<file path="config.mk">
export PLATFORM = sky130hd
export DESIGN_NAME = sync_length_xor_deframer
export DESIGN_NICKNAME = d
export VERILOG_FILES = /design/src/hw/rtl/sld_pkg.sv /design/src/hw/rtl/sld_ram.sv /design/src/hw/rtl/sld_parser.sv /design/src/hw/rtl/sld_emitter.sv /design/src/hw/rtl/sync_length_xor_deframer.sv
export SDC_FILE = /design/constraint.sdc
export NUM_CORES = 1
export LEC_CHECK = 0
export ABC_AREA = 1
export CORE_MARGIN = 3
export CORE_UTILIZATION = 35
export CTS_CLUSTER_DIAMETER = 120
export DETAILED_ROUTE_END_ITERATION = 7
export DONT_BUFFER_PORTS = 1
export SLEW_MARGIN = 30
export SYNTH_ARGS = -nofsm -noshare
export SYNTH_HDL_FRONTEND = slang
export SYNTH_SLANG_ARGS = --single-unit
</file>
<file path="constraint.sdc">
create_clock -name clock -period 3.42 [get_ports clock]
set_input_delay 0 -clock clock [delete_from_list [all_inputs] [get_ports clock]]
set_output_delay 0 -clock clock [all_outputs]
set_load 0.05 [all_outputs]
</file>
<file path="src/hw/rtl/sld_pkg.sv">
// Shared constants, codes and types of the sync/length/XOR deframer.
// Used by every module under hw/rtl; depends on nothing.
package sld_pkg;

   localparam int BUFFER_BYTES = 32;
   localparam int MAX_PAYLOAD  = BUFFER_BYTES - 4;
   localparam int ADDR_W       = $clog2(MAX_PAYLOAD);
   localparam int LEN_W        = $clog2(MAX_PAYLOAD + 1);

   localparam logic [7:0] SYNC_DATA    = 8'hA4;
   localparam logic [7:0] SYNC_COMMAND = 8'hF0;

   localparam logic [1:0] ST_PAYLOAD  = 2'd0;
   localparam logic [1:0] ST_EMPTY_OK = 2'd1;
   localparam logic [1:0] ST_BAD_SUM  = 2'd2;
   localparam logic [1:0] ST_TOO_LONG = 2'd3;

   // Frame outcome handed from the parser to the emitter.
   typedef struct packed {
      logic             valid;
      logic [1:0]       status;
      logic             is_command;
      logic [7:0]       device;
      logic [LEN_W-1:0] length;
   } job_type;

   typedef struct packed {
      logic              en;
      logic [ADDR_W-1:0] addr;
      logic [7:0]        data;
   } ram_wr_type;

   function automatic logic [4:0] to_index(input logic [ADDR_W-1:0] a);
      logic [31:0] t;
      t = 32'(a);
      return t[4:0];
   endfunction

endpackage

</file>
<file path="src/hw/rtl/sld_ram.sv">
// Payload buffer: one write port, one read port with registered data.
// Depends on sld_pkg.
module sld_ram (
   input  logic                      clock,
   input  sld_pkg::ram_wr_type       wr,
   input  logic                      rd_en,
   input  logic [sld_pkg::ADDR_W-1:0] rd_addr,
   output logic [7:0]                rd_data
);
   import sld_pkg::*;

   logic [7:0] mem [MAX_PAYLOAD];
   logic [7:0] rd_data_ff;

   always_ff @(posedge clock) begin
      if (wr.en) begin
         mem[wr.addr] <= wr.data;
      end
   end

   always_ff @(posedge clock) begin
      if (rd_en) begin
         rd_data_ff <= mem[rd_addr];
      end
   end

   assign rd_data = rd_data_ff;

endmodule

</file>
<file path="src/hw/rtl/sld_parser.sv">
// Frame parser: sync hunt, header, payload buffering and checksum check.
// Depends on sld_pkg; writes payload bytes into sld_ram.
module sld_parser (
   input  logic                clock,
   input  logic                reset,
   input  logic                accept,
   input  logic [7:0]          rx_byte,
   output sld_pkg::job_type    job,
   output sld_pkg::ram_wr_type wr
);
   import sld_pkg::*;

   localparam logic [1:0] P_HUNT    = 2'd0;
   localparam logic [1:0] P_DEVICE  = 2'd1;
   localparam logic [1:0] P_LENGTH  = 2'd2;
   localparam logic [1:0] P_PAYLOAD = 2'd3;

   logic [1:0]       state_ff, state_in;
   logic [LEN_W-1:0] pos_ff, pos_in;
   logic [LEN_W-1:0] length_ff, length_in;
   logic             kind_ff, kind_in;
   logic [7:0]       device_ff, device_in;
   logic [7:0]       xor_ff, xor_in;

   always_ff @(posedge clock) begin
      if (reset) begin
         state_ff  <= P_HUNT;
         pos_ff    <= '0;
         length_ff <= '0;
         kind_ff   <= 1'b0;
         device_ff <= '0;
         xor_ff    <= '0;
      end else begin
         state_ff  <= state_in;
         pos_ff    <= pos_in;
         length_ff <= length_in;
         kind_ff   <= kind_in;
         device_ff <= device_in;
         xor_ff    <= xor_in;
      end
   end

   always_comb begin
      state_in   = state_ff;
      pos_in     = pos_ff;
      length_in  = length_ff;
      kind_in    = kind_ff;
      device_in  = device_ff;
      xor_in     = xor_ff;
      job.valid      = 1'b0;
      job.status     = ST_PAYLOAD;
      job.is_command = kind_ff;
      job.device     = device_ff;
      job.length     = length_ff;
      wr.en   = 1'b0;
      wr.addr = pos_ff[ADDR_W-1:0];
      wr.data = rx_byte;
      if (accept) begin
         case (state_ff)
            P_HUNT: begin
               if (rx_byte == SYNC_DATA || rx_byte == SYNC_COMMAND) begin
                  state_in  = P_DEVICE;
                  kind_in   = (rx_byte == SYNC_COMMAND);
                  pos_in    = '0;
                  length_in = '0;
                  xor_in    = '0;
               end
            end
            P_DEVICE: begin
               device_in = rx_byte;
               state_in  = P_LENGTH;
            end
            P_LENGTH: begin
               if (int'(rx_byte) > MAX_PAYLOAD) begin
                  job.valid  = 1'b1;
                  job.status = ST_TOO_LONG;
                  state_in   = P_HUNT;
               end else begin
                  length_in = LEN_W'(rx_byte);
                  pos_in    = '0;
                  xor_in    = '0;
                  state_in  = P_PAYLOAD;
               end
            end
            P_PAYLOAD: begin
               if (pos_ff < length_ff) begin
                  wr.en  = 1'b1;
                  xor_in = xor_ff ^ rx_byte;
                  pos_in = pos_ff + 1'b1;
               end else begin
                  // checksum byte
                  job.valid = 1'b1;
                  state_in  = P_HUNT;
                  if (xor_ff != rx_byte) begin
                     job.status = ST_BAD_SUM;
                  end else if (length_ff == '0) begin
                     job.status = ST_EMPTY_OK;
                  end else begin
                     job.status = ST_PAYLOAD;
                  end
               end
            end
            default: state_in = P_HUNT;
         endcase
      end
   end

endmodule

</file>
<file path="src/hw/rtl/sld_emitter.sv">
// Result sequencer: reads buffered payload back and presents result items.
// Depends on sld_pkg; reads sld_ram.
module sld_emitter (
   input  logic                       clock,
   input  logic                       reset,
   input  sld_pkg::job_type           job,
   output logic                       busy,
   output logic                       rd_en,
   output logic [sld_pkg::ADDR_W-1:0] rd_addr,
   input  logic [7:0]                 rd_data,
   output logic                       rsp_valid,
   input  logic                       rsp_ready,
   output logic [1:0]                 rsp_status,
   output logic                       rsp_is_command,
   output logic [7:0]                 rsp_device_type,
   output logic [7:0]                 rsp_payload_byte,
   output logic [4:0]                 rsp_byte_index,
   output logic                       rsp_last
);
   import sld_pkg::*;

   localparam logic [1:0] E_IDLE = 2'd0;
   localparam logic [1:0] E_READ = 2'd1;
   localparam logic [1:0] E_SHOW = 2'd2;

   logic [1:0]        state_ff, state_in;
   logic [ADDR_W-1:0] idx_ff, idx_in;
   logic [1:0]        status_ff, status_in;
   logic              kind_ff, kind_in;
   logic [7:0]        device_ff, device_in;
   logic [LEN_W-1:0]  length_ff, length_in;
   logic              is_payload;
   logic              last;

   always_ff @(posedge clock) begin
      if (reset) begin
         state_ff <= E_IDLE;
      end else begin
         state_ff <= state_in;
      end
   end

   always_ff @(posedge clock) begin
      idx_ff    <= idx_in;
      status_ff <= status_in;
      kind_ff   <= kind_in;
      device_ff <= device_in;
      length_ff <= length_in;
   end

   assign is_payload = (status_ff == ST_PAYLOAD);
   assign last = !is_payload || ((LEN_W'(idx_ff) + 1'b1) == length_ff);

   always_comb begin
      state_in  = state_ff;
      idx_in    = idx_ff;
      status_in = status_ff;
      kind_in   = kind_ff;
      device_in = device_ff;
      length_in = length_ff;
      case (state_ff)
         E_IDLE: begin
            if (job.valid) begin
               status_in = job.status;
               kind_in   = job.is_command;
               device_in = job.device;
               length_in = job.length;
               idx_in    = '0;
               state_in  = (job.status == ST_PAYLOAD) ? E_READ : E_SHOW;
            end
         end
         E_READ: state_in = E_SHOW;
         E_SHOW: begin
            if (rsp_ready) begin
               if (last) begin
                  state_in = E_IDLE;
               end else begin
                  idx_in   = idx_ff + 1'b1;
                  state_in = E_READ;
               end
            end
         end
         default: state_in = E_IDLE;
      endcase
   end

   assign busy    = (state_ff != E_IDLE);
   assign rd_en   = (state_ff == E_READ);
   assign rd_addr = idx_ff;

   assign rsp_valid        = (state_ff == E_SHOW);
   assign rsp_status       = status_ff;
   assign rsp_is_command   = kind_ff;
   assign rsp_device_type  = device_ff;
   assign rsp_payload_byte = is_payload ? rd_data : 8'd0;
   assign rsp_byte_index   = is_payload ? to_index(idx_ff) : 5'd0;
   assign rsp_last         = last;

endmodule

</file>
<file path="src/hw/rtl/sync_length_xor_deframer.sv">
// Top level of the sync/length/XOR deframer.
// Depends on sld_pkg, sld_ram, sld_parser and sld_emitter.
//
// Input channel req_*: one received serial byte per item. While hunting,
// only 0xA4 (data) or 0xF0 (command) opens a frame; other bytes are dropped.
// Frame: sync, device type, length, payload bytes, XOR checksum of payload.
// Result channel rsp_*: for a good frame one item per payload byte, the
// final one marked last; a good empty frame gives one "empty ok" item; a
// bad checksum or a length above the buffer gives one error item.
// Bytes are taken one per cycle while no results are pending. After the
// checksum (or bad length) byte until the last result is taken, req_ready
// is low. Error and empty-ok items appear in the cycle after that byte;
// each payload result is first read from the buffer, then presented, as
// the single-read-port payload buffer has registered read data.
// A stalled receiver holds the current result; nothing is lost.
// Reset returns the block to hunting; the payload buffer is not cleared.
module sync_length_xor_deframer (
   input  logic       clock,
   input  logic       reset,
   input  logic       req_valid,
   output logic       req_ready,
   input  logic [7:0] req_rx_byte,
   output logic       rsp_valid,
   input  logic       rsp_ready,
   output logic [1:0] rsp_status,
   output logic       rsp_is_command,
   output logic [7:0] rsp_device_type,
   output logic [7:0] rsp_payload_byte,
   output logic [4:0] rsp_byte_index,
   output logic       rsp_last
);
   import sld_pkg::*;

   job_type           job;
   ram_wr_type        wr;
   logic              busy;
   logic              rd_en;
   logic [ADDR_W-1:0] rd_addr;
   logic [7:0]        rd_data;

   // Parser stalls while the emitter reads the buffer back or presents results.
   assign req_ready = !busy;

   sld_parser u_parser (
      .clock   (clock),
      .reset   (reset),
      .accept  (req_valid && req_ready),
      .rx_byte (req_rx_byte),
      .job     (job),
      .wr      (wr)
   );

   sld_ram u_ram (
      .clock   (clock),
      .wr      (wr),
      .rd_en   (rd_en),
      .rd_addr (rd_addr),
      .rd_data (rd_data)
   );

   sld_emitter u_emitter (
      .clock            (clock),
      .reset            (reset),
      .job              (job),
      .busy             (busy),
      .rd_en            (rd_en),
      .rd_addr          (rd_addr),
      .rd_data          (rd_data),
      .rsp_valid        (rsp_valid),
      .rsp_ready        (rsp_ready),
      .rsp_status       (rsp_status),
      .rsp_is_command   (rsp_is_command),
      .rsp_device_type  (rsp_device_type),
      .rsp_payload_byte (rsp_payload_byte),
      .rsp_byte_index   (rsp_byte_index),
      .rsp_last         (rsp_last)
   );

   a_no_input_while_results: assert property (@(posedge clock) disable iff (reset)
      !(req_ready && rsp_valid))
      else $error("input taken while results pending");

   a_error_is_last: assert property (@(posedge clock) disable iff (reset)
      rsp_valid && rsp_status != ST_PAYLOAD |-> rsp_last)
      else $error("non-payload result not marked last");

   a_error_fields_zero: assert property (@(posedge clock) disable iff (reset)
      rsp_valid && rsp_status != ST_PAYLOAD |-> rsp_payload_byte == 8'd0
         && rsp_byte_index == 5'd0)
      else $error("error result carries payload fields");

   a_ready_after_last: assert property (@(posedge clock) disable iff (reset)
      rsp_valid && rsp_ready && rsp_last |=> req_ready)
      else $error("input not reopened after last result");

   a_no_ram_write_busy: assert property (@(posedge clock) disable iff (reset)
      busy |-> !wr.en)
      else $error("payload write while buffer is read back");

endmodule
</file>
==> metrics <==
number of search-and-repair iterations in the first detailed-routing pass 5; buffer depth of the longest clock path 3; fraction of final layout cells with drive strength greater than 1 7.978%; final wirelength 30.68 mm; leftover overflow at the end of global routing 0; Setup Crit Path Kind in -> reg; core region area 0.03295 mm2; vias after detailed routing 8,024; vias in the first global route 7,878; Buf/Inv on CP 4; RSZ-0062 raised after global routing no; Die Area 0.03604 mm2; number of clock sinks 284; clock latency reported for the late side of the worst-skew pair 550 ps; IR drop worst, VDD 302.6 uV; clock-pin slew on the worst setup and hold paths 60 ps; DRC violation total after the first TritonRoute iteration 732; data arrival time of the critical path 3360 ps; Async S/R FF share, synth 0%; area after detailed placement 0.01228 mm2; Maximum Capacitance Violations 0; final net count 1,100; areal power density over the cells 649.4 mW/mm2; required time reported for the critical path endpoint 3850 ps; Final ANT Viol Nets 0; largest incremental delay on the critical path 650 ps; setup bufs post-CTS 0; setup violators final 0; cell at the slowest stage of the critical path sky130_fd_sc_hd__dlygate4sd3_1; number of hold violations in the final report 0; CP Max Fanout 32; CTS H-tree lvls 1; number of enable-type register cells in the synthesized netlist 253; Worst Skew 10.29 ps; Filler Cells Inserted 3,090; clock buffers created by TritonCTS 30; dominant cell type by count on the critical path sky130_fd_sc_hd__dlygate4sd3_1; max-slew violations 0; root buf cell sky130_fd_sc_hd__clkbuf_16; top cells by area, synth sky130_fd_sc_hd__edfxtp_1, sky130_fd_sc_hd__nor2_1, sky130_fd_sc_hd__o21ai_0, sky130_fd_sc_hd__dfxtp_1, sky130_fd_sc_hd__nand2_1; average detailed-routed wire length per instance 19.84 um; number of remaining DRC errors 0; CTS tree built; commonest cells after routing, fill and taps aside sky130_fd_sc_hd__edfxtp_1, sky130_fd_sc_hd__nor2_1, sky130_fd_sc_hd__nand2_1; number of nets produced by synthesis 1,082; Tightest Pin Transition 895.5 ps; area delta synth->final 15.65%; Die X 189.8 um; initial core utilization 35.90%; Distinct cells, synth 33; Crit. End Element flip-flop; number of placement rows 66; run status complete, no violations; dpl hpwl 18.42 mm; post-synthesis instance area 0.01183 mm2; most common library cell in the layout ignoring fill and taps sky130_fd_sc_hd__edfxtp_1; initial antenna violation count 0; headroom to the max-slew limit 40.08%; count of yosys warnings during synthesis 0; startpoint of the most critical setup path req_rx_byte[6]; post-route cell area 0.01368 mm2; final hold slack 63.98 ps; first-pass GRT wire length 46.30 mm; mean instance size in the synthesized netlist 11.15 um2; share of the clock period used by the worst path after layout 85.44%; Reg-to-Reg Start u_parser.pos_ff[2]; synthesized instance count 1,061; CP Launch Type input port; primary flip-flop cell chosen by synthesis mapping sky130_fd_sc_hd__edfxtp_1; cell breakdown of the critical path dlygate4sd3_1 > buf_12 > nor3_1 > dlygate4sd3_1 > nand2_1 > nand2_2 > nand4_1 > nand2_1 > a21oi_1 > dlygate4sd3_1; Seq cells post-synth 284; count of input and output buffers 0; final critical path time including I/O delays and setup 2922 ps; Leakage 4.650 nW; part of the Yosys area used for sequential elements 69.47%; post-synth top area share 64.23%; Max Freq 342.2 MHz; overall die height 189.8 um; worst hold path class in -> reg; startpoint of the worst hold path req_rx_byte[7]; count of pins on the block boundary 39; total negative slack for setup checks 0 ps; routability congestion estimate from global placement 0.8631; cell accounting for the most synthesized area sky130_fd_sc_hd__edfxtp_1; GRT Resource Usage Total 16.66%; detail-routed via count per cell 5.190; kind of cell adding the most delay to the critical path buffers and inverters; pin count of the biggest net entering global routing 84
==> cell usage after synthesis (4+ instances only) <==
| master | n |
|---|---|
| sky130_fd_sc_hd__edfxtp_1 | 253 |
| sky130_fd_sc_hd__nand3_1 | 55 |
| sky130_fd_sc_hd__a21oi_1 | 30 |
| sky130_fd_sc_hd__buf_2 | 12 |
| sky130_fd_sc_hd__o21ai_0 | 125 |
| sky130_fd_sc_hd__o22ai_1 | 24 |
| sky130_fd_sc_hd__nor2_1 | 204 |
| sky130_fd_sc_hd__ha_1 | 9 |
| sky130_fd_sc_hd__inv_1 | 57 |
| sky130_fd_sc_hd__dfxtp_1 | 31 |
| sky130_fd_sc_hd__o21ai_1 | 9 |
| sky130_fd_sc_hd__o211ai_1 | 15 |
| sky130_fd_sc_hd__clkbuf_1 | 38 |
| sky130_fd_sc_hd__buf_4 | 4 |
| sky130_fd_sc_hd__nand4_1 | 5 |
| sky130_fd_sc_hd__nand2_1 | 148 |
| sky130_fd_sc_hd__o221ai_1 | 17 |
==> layout make-up <==
type	count	area, um2	area share, %
Timing Repair Buffer	42	488.0	3.567
Clock buffer	37	818.3	5.981
Tap cell	442	553.0	4.042
Multi-Input combinational cell	661	3142	22.97
Antenna cell	1	2.502	0.01829
Clock inverter	19	234.0	1.710
Sequential cell	284	8218	60.07
Inverter	60	225.2	1.646
==> logic make-up (layout without fill, tap and decap cells) <==
kind of cell / count (synthesis) / in the layout / share of synthesized area [%]
simple gates: 426 / 426 / 14.70
flops: 284 / 284 / 69.47
compound gates: 222 / 222 / 10.58
buf+inv: 116 / 158 / 3.998
fa+ha+maj: 9 / 9 / 0.9520
xor+xnor: 4 / 4 / 0.2962
other cells: 0 / 1 / 0
==> path summary, 6_finish.rpt <==
path	end	slack, ps	cells after the start
max	u_parser.xor_ff[7]	500	10
min	u_emitter.state_ff[0]	60	8
max reg2reg	u_ram.mem[27][3]	520	8
min reg2reg	u_emitter.rsp_device_type[5]	430	0
==> worst reg2reg max path: cells and delay by family (launching register included) <==
| kind | cells | cell delay, ps |
|---|---|---|
| flip-flops | 1 | 500 |
| adder cells (fa/ha/maj) | 1 | 310 |
| AND/OR/NAND/NOR | 7 | 1740 |
==> sequential cells by signal, indices dropped and copies added (netlist names) <==
| register | count |
|---|---|
| u_emitter.rsp_status | 2 |
| u_emitter.rd_addr | 5 |
| u_ram.rd_data | 8 |
| u_parser.device_ff | 8 |
| u_emitter.length_ff | 5 |
| u_parser.kind_ff | 1 |
| u_parser.pos_ff | 5 |
| u_emitter.state_ff | 2 |
| u_parser.state_ff | 2 |
| u_parser.length_ff | 5 |
| u_parser.xor_ff | 8 |
| u_emitter.rsp_is_command | 1 |
| u_emitter.rsp_device_type | 8 |
| u_ram.mem | 224 |
==> where the power goes <==
part           internal [mW]  total [mW]  switching [mW]
Clock                   2.08        3.40            1.32
Combinational          0.444        1.56            1.12
Sequential              3.85        3.92          0.0666
==> layer usage <==
layer,GRT usage (%),part of all wire [%],vias up
met5,0,0,-
met1,23.37,43,3888
met3,2.101,6.7,46
met2,27.48,48,307
met4,4.521,2.3,0
li1,-,-,3783
==> repair_timing <==
action                                 CTS  global route
endpoints found under the hold margin  262             0
setup endpoints to repair                0             0
resized for setup                        0             0
hold buffers                            27             0
==> through the flow <==
step / power (mW) / util (%) / cells / setup slack, ps
final: 8.884 / 41.52 / 1546 / 497.9
after global routing: 9.237 / 41.51 / 1545 / 306.9
after CTS: 8.927 / 41.51 / 1545 / 561.4
after detailed placement: 5.422 / 37.26 / 1462 / 572.7
after global placement: 5.415 / 37.26 / 1462 / 611.5
after floorplan: 5.006 / - / 1061 / 997.3
(Power assumes the default switching activity.)
